==> src/design/date_validate_compare_difference_top_defines.svh <==
// assertion macros used by the date pair comparator top level
`ifndef DATE_VALIDATE_COMPARE_DIFFERENCE_TOP_DEFINES_SVH
`define DATE_VALIDATE_COMPARE_DIFFERENCE_TOP_DEFINES_SVH

`ifndef ASSERT_OFF

// property checked at every rising clk edge outside reset
`define DVCD_ASSERT(label, prop, msg) \
    label: assert property (@(posedge clk) disable iff (!rst_n) (prop)) else $error(msg);

// implication checked at every rising clk edge outside reset
`define DVCD_ASSERT_IMPLY(label, cond, prop, msg) \
    label: assert property (@(posedge clk) disable iff (!rst_n) (cond) |-> (prop)) \
        else $error(msg);

`else

`define DVCD_ASSERT(label, prop, msg)
`define DVCD_ASSERT_IMPLY(label, cond, prop, msg)

`endif

`endif

==> src/design/dvcd_pkg.sv <==
// types, constants and calendar tables for the date pair comparator
`default_nettype none

package dvcd_pkg;

    // field widths
    localparam int unsigned DAY_W   = 5;
    localparam int unsigned MONTH_W = 4;
    localparam int unsigned YEAR_W  = 14;
    localparam int unsigned DNUM_W  = 22;
    localparam int unsigned Q100_W  = 7;
    localparam int unsigned MOFF_W  = 9;

    // accepted year range
    localparam logic [YEAR_W-1:0] MIN_YEAR = YEAR_W'(1900);
    localparam logic [YEAR_W-1:0] MAX_YEAR = YEAR_W'(9999);

    // replacement date for a failed check
    localparam logic [YEAR_W-1:0]  FALLBACK_YEAR  = YEAR_W'(1900);
    localparam logic [MONTH_W-1:0] FALLBACK_MONTH = MONTH_W'(1);
    localparam logic [DAY_W-1:0]   FALLBACK_DAY   = DAY_W'(1);

    // month codes used in the logic
    localparam logic [MONTH_W-1:0] MONTH_JAN = MONTH_W'(1);
    localparam logic [MONTH_W-1:0] MONTH_FEB = MONTH_W'(2);
    localparam logic [MONTH_W-1:0] MONTH_DEC = MONTH_W'(12);

    // floor(y / 100) for y below 2**14 is (y * 5243) >> 19
    localparam int unsigned         RECIP100_SHIFT = 19;
    localparam logic [12:0]         RECIP100       = 13'd5243;

    localparam logic [8:0]          DAYS_PER_YEAR  = 9'd365;
    localparam logic [6:0]          CENTURY        = 7'd100;

    // per-stage load enables of the date path
    typedef struct packed {
        logic load_a;
        logic load_b;
        logic load_c;
        logic load_d;
    } stage_en_t;

    // length of a common year month, month codes 1 to 12
    function automatic logic [DAY_W-1:0] month_len(input logic [MONTH_W-1:0] m);
        logic [DAY_W-1:0] len;
        case (m)
            4'd1:    len = 5'd31;
            4'd2:    len = 5'd28;
            4'd3:    len = 5'd31;
            4'd4:    len = 5'd30;
            4'd5:    len = 5'd31;
            4'd6:    len = 5'd30;
            4'd7:    len = 5'd31;
            4'd8:    len = 5'd31;
            4'd9:    len = 5'd30;
            4'd10:   len = 5'd31;
            4'd11:   len = 5'd30;
            4'd12:   len = 5'd31;
            default: len = 5'd0;
        endcase
        return len;
    endfunction

    // days before month mp of a march-based year, (153 * mp + 2) / 5
    function automatic logic [MOFF_W-1:0] month_offset(input logic [MONTH_W-1:0] mp);
        logic [MOFF_W-1:0] off;
        case (mp)
            4'd0:    off = 9'd0;
            4'd1:    off = 9'd31;
            4'd2:    off = 9'd61;
            4'd3:    off = 9'd92;
            4'd4:    off = 9'd122;
            4'd5:    off = 9'd153;
            4'd6:    off = 9'd184;
            4'd7:    off = 9'd214;
            4'd8:    off = 9'd245;
            4'd9:    off = 9'd275;
            4'd10:   off = 9'd306;
            4'd11:   off = 9'd337;
            default: off = 9'd0;
        endcase
        return off;
    endfunction

endpackage

`default_nettype wire

==> src/design/date_validate_compare_difference_top.sv <==
// top level: date pair check, compare and day difference pipeline
//
// channel  dir  tdata fields (low bit first)
// s_axis   in   first_day[4:0] first_month[8:5] first_year[22:9]
//               second_day[27:23] second_month[31:28] second_year[45:32], zero fill to 48
// m_axis   out  day_count[21:0] first_valid[22] second_valid[23]
//               first_earlier[24] dates_equal[25], zero fill to 32
//
// one date pair enters per cycle while m_tready does not stall the stages; its result
// passes through four stages of the per-date path (two multiplies by a reciprocal of
// 100 and the day number sum) and then the compare / output register
// each stage loads when it is empty or the stage after it moves, so a stall on
// m_tready backs up through the stages without loss or repeat
// rst_n clears the stage valid bits only; no clearing pass is needed
`default_nettype none

`include "date_validate_compare_difference_top_defines.svh"

module date_validate_compare_difference_top
(
    input  wire logic        clk,
    input  wire logic        rst_n,
    input  wire logic        s_tvalid,
    output logic             s_tready,
    input  wire logic [47:0] s_tdata,   // first_day, first_month, first_year, second_day,
                                        // second_month, second_year, zero fill
    output logic             m_tvalid,
    input  wire logic        m_tready,
    output logic [31:0]      m_tdata    // day_count, first_valid, second_valid,
                                        // first_earlier, dates_equal, zero fill
);

    localparam int unsigned PATH_STAGES = 4;

    // input field split
    logic [dvcd_pkg::DAY_W-1:0]   first_day;
    logic [dvcd_pkg::MONTH_W-1:0] first_month;
    logic [dvcd_pkg::YEAR_W-1:0]  first_year;
    logic [dvcd_pkg::DAY_W-1:0]   second_day;
    logic [dvcd_pkg::MONTH_W-1:0] second_month;
    logic [dvcd_pkg::YEAR_W-1:0]  second_year;

    assign first_day    = s_tdata[4:0];
    assign first_month  = s_tdata[8:5];
    assign first_year   = s_tdata[22:9];
    assign second_day   = s_tdata[27:23];
    assign second_month = s_tdata[31:28];
    assign second_year  = s_tdata[45:32];

    // stage valid bits and load enables
    logic [PATH_STAGES-1:0] vld_reg;
    logic [PATH_STAGES-1:0] vld_next;
    logic [PATH_STAGES-1:0] load;
    logic                   out_vld_reg;
    logic                   out_vld_next;
    logic                   out_load;
    dvcd_pkg::stage_en_t    path_en;

    always_comb
    begin
        out_load                = !out_vld_reg || m_tready;
        load[PATH_STAGES-1]     = !vld_reg[PATH_STAGES-1] || out_load;
        for (int i = PATH_STAGES - 2; i >= 0; i--)
        begin
            load[i] = !vld_reg[i] || load[i+1];
        end
        vld_next[0] = load[0] ? s_tvalid : vld_reg[0];
        for (int i = 1; i < PATH_STAGES; i++)
        begin
            vld_next[i] = load[i] ? vld_reg[i-1] : vld_reg[i];
        end
        out_vld_next = out_load ? vld_reg[PATH_STAGES-1] : out_vld_reg;
    end

    always_ff @(posedge clk or negedge rst_n)
    begin
        if (!rst_n)
        begin
            vld_reg     <= '0;
            out_vld_reg <= 1'b0;
        end
        else
        begin
            vld_reg     <= vld_next;
            out_vld_reg <= out_vld_next;
        end
    end

    assign path_en.load_a = load[0];
    assign path_en.load_b = load[1];
    assign path_en.load_c = load[2];
    assign path_en.load_d = load[3];

    // one date path per date
    logic                        first_ok;
    logic                        second_ok;
    logic [dvcd_pkg::DNUM_W-1:0] first_num;
    logic [dvcd_pkg::DNUM_W-1:0] second_num;

    dvcd_date_path u_first_path
    (
        .clk        (clk),
        .en         (path_en),
        .day        (first_day),
        .month      (first_month),
        .year       (first_year),
        .date_valid (first_ok),
        .day_num    (first_num)
    );

    dvcd_date_path u_second_path
    (
        .clk        (clk),
        .en         (path_en),
        .day        (second_day),
        .month      (second_month),
        .year       (second_year),
        .date_valid (second_ok),
        .day_num    (second_num)
    );

    // compare and absolute difference into the output register
    logic [dvcd_pkg::DNUM_W-1:0] day_count_reg;
    logic                        first_valid_reg;
    logic                        second_valid_reg;
    logic                        first_earlier_reg;
    logic                        dates_equal_reg;
    logic [dvcd_pkg::DNUM_W-1:0] day_count_next;
    logic                        first_earlier_next;

    always_comb
    begin
        first_earlier_next = first_num < second_num;
        day_count_next     = first_earlier_next ? (second_num - first_num)
                                                : (first_num - second_num);
    end

    always_ff @(posedge clk)
    begin
        if (out_load)
        begin
            day_count_reg     <= day_count_next;
            first_valid_reg   <= first_ok;
            second_valid_reg  <= second_ok;
            first_earlier_reg <= first_earlier_next;
            dates_equal_reg   <= (first_num == second_num);
        end
    end

    assign s_tready = load[0];
    assign m_tvalid = out_vld_reg;
    assign m_tdata  = {6'b0, dates_equal_reg, first_earlier_reg, second_valid_reg,
                       first_valid_reg, day_count_reg};

    // checks
    `DVCD_ASSERT_IMPLY(a_equal_means_zero, m_tvalid && dates_equal_reg,
        (day_count_reg == '0) && !first_earlier_reg, "equal dates with nonzero difference")
    `DVCD_ASSERT_IMPLY(a_both_invalid_equal, m_tvalid && !first_valid_reg && !second_valid_reg,
        dates_equal_reg, "two replaced dates not reported equal")
    `DVCD_ASSERT_IMPLY(a_stall_only_when_full, !s_tready,
        m_tvalid && !m_tready, "input stalled while output can move")
    `DVCD_ASSERT_IMPLY(a_nonzero_not_equal, m_tvalid && (day_count_reg != '0),
        !dates_equal_reg, "nonzero difference reported equal")

endmodule

`default_nettype wire

==> src/design/dvcd_date_path.sv <==
// four-stage check and serial day number path for one date
`default_nettype none

module dvcd_date_path
(
    input  wire logic                           clk,
    input  wire dvcd_pkg::stage_en_t            en,
    input  wire logic [dvcd_pkg::DAY_W-1:0]     day,
    input  wire logic [dvcd_pkg::MONTH_W-1:0]   month,
    input  wire logic [dvcd_pkg::YEAR_W-1:0]    year,
    output logic                                date_valid,
    output logic [dvcd_pkg::DNUM_W-1:0]         day_num
);

    // stage a: range checks and year / 100
    logic [dvcd_pkg::DAY_W-1:0]   a_day_reg;
    logic [dvcd_pkg::MONTH_W-1:0] a_month_reg;
    logic [dvcd_pkg::YEAR_W-1:0]  a_year_reg;
    logic [dvcd_pkg::Q100_W-1:0]  a_q100_reg;
    logic                         a_range_ok_reg;
    logic [dvcd_pkg::Q100_W-1:0]  a_q100_next;
    logic                         a_range_ok_next;
    logic [26:0]                  a_prod;

    always_comb
    begin
        a_prod          = 27'(year) * 27'(dvcd_pkg::RECIP100);
        a_q100_next     = a_prod[dvcd_pkg::RECIP100_SHIFT +: dvcd_pkg::Q100_W];
        a_range_ok_next = (year >= dvcd_pkg::MIN_YEAR) && (year <= dvcd_pkg::MAX_YEAR)
                       && (month >= dvcd_pkg::MONTH_JAN) && (month <= dvcd_pkg::MONTH_DEC)
                       && (day != '0);
    end

    always_ff @(posedge clk)
    begin
        if (en.load_a)
        begin
            a_day_reg      <= day;
            a_month_reg    <= month;
            a_year_reg     <= year;
            a_q100_reg     <= a_q100_next;
            a_range_ok_reg <= a_range_ok_next;
        end
    end

    // stage b: leap rule, month length, replacement and march-based shift
    logic                         b_valid_reg;
    logic [dvcd_pkg::DAY_W-1:0]   b_day_reg;
    logic [dvcd_pkg::MONTH_W-1:0] b_mp_reg;
    logic [dvcd_pkg::YEAR_W-1:0]  b_yy_reg;
    logic                         b_valid_next;
    logic [dvcd_pkg::DAY_W-1:0]   b_day_next;
    logic [dvcd_pkg::MONTH_W-1:0] b_mp_next;
    logic [dvcd_pkg::YEAR_W-1:0]  b_yy_next;
    logic [dvcd_pkg::YEAR_W-1:0]  b_rem100;
    logic                         b_leap;
    logic [dvcd_pkg::DAY_W-1:0]   b_lim;
    logic [dvcd_pkg::MONTH_W-1:0] b_m;
    logic [dvcd_pkg::YEAR_W-1:0]  b_y;

    always_comb
    begin
        b_rem100 = a_year_reg
                 - dvcd_pkg::YEAR_W'(dvcd_pkg::YEAR_W'(a_q100_reg)
                                     * dvcd_pkg::YEAR_W'(dvcd_pkg::CENTURY));
        // divisible by 400 means divisible by 100 with a quotient divisible by 4
        b_leap   = (a_year_reg[1:0] == 2'b00)
                && ((b_rem100 != '0) || (a_q100_reg[1:0] == 2'b00));
        b_lim    = dvcd_pkg::month_len(a_month_reg);
        if (b_leap && (a_month_reg == dvcd_pkg::MONTH_FEB))
        begin
            b_lim = dvcd_pkg::DAY_W'(29);
        end
        b_valid_next = a_range_ok_reg && (a_day_reg <= b_lim);
        if (b_valid_next)
        begin
            b_day_next = a_day_reg;
            b_m        = a_month_reg;
            b_y        = a_year_reg;
        end
        else
        begin
            b_day_next = dvcd_pkg::FALLBACK_DAY;
            b_m        = dvcd_pkg::FALLBACK_MONTH;
            b_y        = dvcd_pkg::FALLBACK_YEAR;
        end
        if (b_m <= dvcd_pkg::MONTH_FEB)
        begin
            b_yy_next = b_y - dvcd_pkg::YEAR_W'(1);
            b_mp_next = b_m + dvcd_pkg::MONTH_W'(9);
        end
        else
        begin
            b_yy_next = b_y;
            b_mp_next = b_m - dvcd_pkg::MONTH_W'(3);
        end
    end

    always_ff @(posedge clk)
    begin
        if (en.load_b)
        begin
            b_valid_reg <= b_valid_next;
            b_day_reg   <= b_day_next;
            b_mp_reg    <= b_mp_next;
            b_yy_reg    <= b_yy_next;
        end
    end

    // stage c: year part, century count and month offset
    logic                          c_valid_reg;
    logic [dvcd_pkg::DAY_W-1:0]    c_day_reg;
    logic [dvcd_pkg::DNUM_W-1:0]   c_years_reg;
    logic [dvcd_pkg::Q100_W-1:0]   c_q100_reg;
    logic [dvcd_pkg::MOFF_W-1:0]   c_moff_reg;
    logic [dvcd_pkg::DNUM_W-1:0]   c_years_next;
    logic [dvcd_pkg::Q100_W-1:0]   c_q100_next;
    logic [26:0]                   c_prod;

    always_comb
    begin
        c_prod       = 27'(b_yy_reg) * 27'(dvcd_pkg::RECIP100);
        c_q100_next  = c_prod[dvcd_pkg::RECIP100_SHIFT +: dvcd_pkg::Q100_W];
        c_years_next = dvcd_pkg::DNUM_W'(b_yy_reg) * dvcd_pkg::DNUM_W'(dvcd_pkg::DAYS_PER_YEAR)
                     + dvcd_pkg::DNUM_W'(b_yy_reg[dvcd_pkg::YEAR_W-1:2]);
    end

    always_ff @(posedge clk)
    begin
        if (en.load_c)
        begin
            c_valid_reg <= b_valid_reg;
            c_day_reg   <= b_day_reg;
            c_years_reg <= c_years_next;
            c_q100_reg  <= c_q100_next;
            c_moff_reg  <= dvcd_pkg::month_offset(b_mp_reg);
        end
    end

    // stage d: serial day number
    logic                        d_valid_reg;
    logic [dvcd_pkg::DNUM_W-1:0] d_num_reg;
    logic [dvcd_pkg::DNUM_W-1:0] d_num_next;

    always_comb
    begin
        d_num_next = c_years_reg
                   - dvcd_pkg::DNUM_W'(c_q100_reg)
                   + dvcd_pkg::DNUM_W'(c_q100_reg[dvcd_pkg::Q100_W-1:2])
                   + dvcd_pkg::DNUM_W'(c_moff_reg)
                   + dvcd_pkg::DNUM_W'(c_day_reg)
                   - dvcd_pkg::DNUM_W'(1);
    end

    always_ff @(posedge clk)
    begin
        if (en.load_d)
        begin
            d_valid_reg <= c_valid_reg;
            d_num_reg   <= d_num_next;
        end
    end

    assign date_valid = d_valid_reg;
    assign day_num    = d_num_reg;

endmodule

`default_nettype wire
==> config.mk <==
export PLATFORM = sky130hd
export DESIGN_NAME = date_validate_compare_difference_top
export DESIGN_NICKNAME = d
export VERILOG_FILES = /design/src/design/dvcd_pkg.sv /design/src/design/date_validate_compare_difference_top.sv /design/src/design/dvcd_date_path.sv
export VERILOG_INCLUDE_DIRS = /design/src /design/src/design
export SDC_FILE = /design/constraint.sdc
export NUM_CORES = 2
export LEC_CHECK = 0
export ABC_AREA = 1
export BUFFER_PORTS_ARGS = -buffer_cell sky130_fd_sc_hd__buf_2
export CORE_ASPECT_RATIO = 1.5
export CORE_MARGIN = 5
export CORE_UTILIZATION = 50
export DETAILED_ROUTE_END_ITERATION = 7
export MAX_ROUTING_LAYER = met4
export PLACE_DENSITY = 0.64
export SLEW_MARGIN = 10
export SYNTH_ARGS = -nofsm -noshare
export SYNTH_HDL_FRONTEND = slang
export SYNTH_SLANG_ARGS = --single-unit
==> constraint.sdc <==
create_clock -name clk -period 12.37 [get_ports clk]
set_clock_uncertainty 0.1 [all_clocks]
set_input_delay 1.237 -clock clk [delete_from_list [all_inputs] [get_ports clk]]
set_output_delay 1.237 -clock clk [all_outputs]
set_load 0.01 [all_outputs]
==> flow_summary.json <==
{
  "htree_levels": 1,
  "clk_latency_ns": 0.60,
  "post-route-period-util_pct": 57.3,
  "ys_seq_area_share_pct": 22.3,
  "r2r_cells": 37,
  "finalWeightedCongestion": 0.950,
  "hold_violations": 0,
  "clk_pin_slew_ns": 0.06,
  "ys_types": 60,
  "rows": 122,
  "synthTopCellsByArea": "ha_1 (25%), edfxtp_1 (22%), fa_1 (21%)",
  "worst_path_most_repeated_cell": "nand2_1",
  "worstHoldStart": "u_second_path.b_day_reg[2]",
  "fin_nets": 5256,
  "synth.most_common_cell": "inv_1",
  "die_area_mm2": 0.0805,
  "synth_top_cell_by_area": "ha_1",
  "dp_hpwl_um": 68100,
  "grt_pass1_vias": 27100,
  "hold_end": "u_second_path.c_day_reg[2]",
  "drt_wl_total_um": 77800,
  "slew_headroom_pct": 31.8,
  "worst_setup_path_start_kind": "flop",
  "critPathRequiredTime_ns": 12.62,
  "ys_async_sr_fraction_pct": 1.78,
  "syn_area_mm2": 0.0374,
  "hold_buffers": 0,
  "antenna_found_initial": 7,
  "drcViolationCount": 0,
  "r2r-end": "u_first_path.b_mp_reg[3]",
  "viasPerCell": 5.04,
  "worst_pin_slew_ns": 1.02,
  "finalSetupViolCount": 0,
  "cts_tree": "done",
  "cap_violations": 0,
  "wl_per_cell_um": 15.3,
  "dr.pass1.iters": 5,
  "avgSynthCellArea_um2": 9.42,
  "tns_ns": 0,
  "cts_resized": 0,
  "status": "complete, no violations",
  "synth_warnings": 0,
  "critical-path-max-stage-delay_ns": 0.46,
  "clockRootBuffer": "clkbuf_16",
  "ios": 86,
  "grt_usage_pct": 20.5,
  "hold_class": "reg2reg",
  "die_x_um": 233,
  "grt_overflow": 0,
  "start_util_pct": 50.5,
  "rsz0062_at_grt": "false",
  "cts_buffers": 31,
  "min_period_ns": 7.09,
  "syn_inst": 3970,
  "reg2reg_from": "u_first_path.a_q100_reg[2]",
  "grt_start_max_net_pins": 71,
  "drtIter0Drc": 1005,
  "synth_edf_count": 270,
  "synth_flop_cell": "edfxtp_1",
  "die_h_um": 345,
  "crit_fanout": 13,
  "clockBufferDepth": 3,
  "critPathKind": "reg2reg",
  "slew_viol_final": 0,
  "synth_top_area_share_pct": 25.1,
  "whs_path_depth": 0,
  "fmax_ghz": 0.141,
  "portBuffers": 77,
  "grt_pass1_wl_um": 130000,
  "synth-seq-cells": 281,
  "synthTopCellsByCount": "inv_1 (1,013), ha_1 (749), nand2_1 (466), fa_1 (384), edfxtp_1 (270)",
  "area_growth_pct": 7.22,
  "num_vias": 25600,
  "r2r_setup_slack_ns": 5.28,
  "slowest_stage": "fa_1",
  "ant_nets": 0,
  "clkSinkCount": 281,
  "final_layout_size_suffix_gt1_share_pct": 4.96,
  "core-area_mm2": 0.0740,
  "postCtsSetupBuffers": 0,
  "arrival_ns": 7.34,
  "end_kind": "flop"
}
-- layout make-up --
cell class / count / area, um^2
clock buffers: 31 / 776
well taps: 992 / 1240
diodes: 4 / 10.0
clock inverters: 27 / 359
repair buffers: 81 / 415
inverters: 1023 / 3850
fillers: 6752 / 33900
multi-input cells: 2653 / 25100
flip-flops and latches: 281 / 8350
-- kinds of logic (layout without fill, tap and decap cells) --
family,count (synthesis),count (layout),share of synthesized area [%]
compound gates,467,467,7.00
buf+inv,1041,1162,10.6
mux,3,3,0.0803
fa+ha+maj,1133,1133,45.6
flops,281,281,22.3
xor+xnor,185,185,4.33
simple gates,859,859,9.99
other cells,1,10,0.0100
-- worst max-delay path by stage --
stage | end | slack (ns) | start
final | u_first_path.b_mp_reg[3] | 5.28 | u_first_path.a_q100_reg[2]
after global routing | u_first_path.b_mp_reg[3] | 4.78 | u_first_path.a_q100_reg[3]
after CTS | u_first_path.b_mp_reg[3] | 5.21 | u_first_path.a_q100_reg[2]
after detailed placement | u_first_path.b_mp_reg[3] | 5.24 | u_first_path.a_q100_reg[3]
after global placement | u_first_path.b_mp_reg[3] | 5.33 | u_first_path.a_q100_reg[3]
after floorplan | s_tready | 4.08 | m_tready
-- cells in the final DEF (no fill, tap or decap), types with 9 or more instances in the layout --
cell type,instances
inv_1,1010
clkbuf_16,31
o21ai_1,12
buf_2,77
fa_1,384
nand3_1,93
nand2_1,466
o21ai_0,131
nand4_1,41
a211oi_1,13
nor2_1,182
a21o_1,12
nor3_1,19
o21bai_1,17
a31oi_1,14
edfxtp_1,270
nor2_2,11
a21oi_1,223
xnor2_1,56
nand2_2,9
xor2_1,129
ha_1,749
inv_2,9
-- routing by layer --
layer | vias up | GRT usage (%) | wire length (um)
li1 | 12900 | - | -
met1 | 12200 | 22.4 | 30500
met2 | 363 | 39.0 | 42100
met3 | 152 | 1.72 | 2040
met4 | 0 | 6.92 | 3090
met5 | - | - | 0
-- critical path, delay by kind of cell, from the launching register on --
| family | cells | cell delay (ns) |
|---|---|---|
| adders and majority gates | 8 | 2.57 |
| DFF | 1 | 0.43 |
| AOI/OAI and AO/OA | 6 | 1.02 |
| and+or+nand+nor | 19 | 2.02 |
| xor gates and xnor gates | 2 | 0.29 |
| buffers and inverters | 2 | 0.43 |
-- stage by stage --
step | cells | util, % | worst slack (ns) | cell area, um^2 | hold slack, ns
6_report | 5092 | 54.1 | 5.28 | 40100 | 0.313
5_1_grt | 5092 | 54.1 | 4.78 | 40100 | 0.312
4_1_cts | 5088 | 54.1 | 5.21 | 40100 | 0.304
3_5_place_dp | 5030 | 52.6 | 5.24 | 38900 | 0.306
3_3_place_gp | 5030 | 52.6 | 5.33 | 38900 | 0.304
2_1_floorplan | 3975 | - | 4.08 | 37400 | 0.300
Power is not shown: default switching activity piles up to over one toggle a cycle in this logic, so the estimate is an artifact.
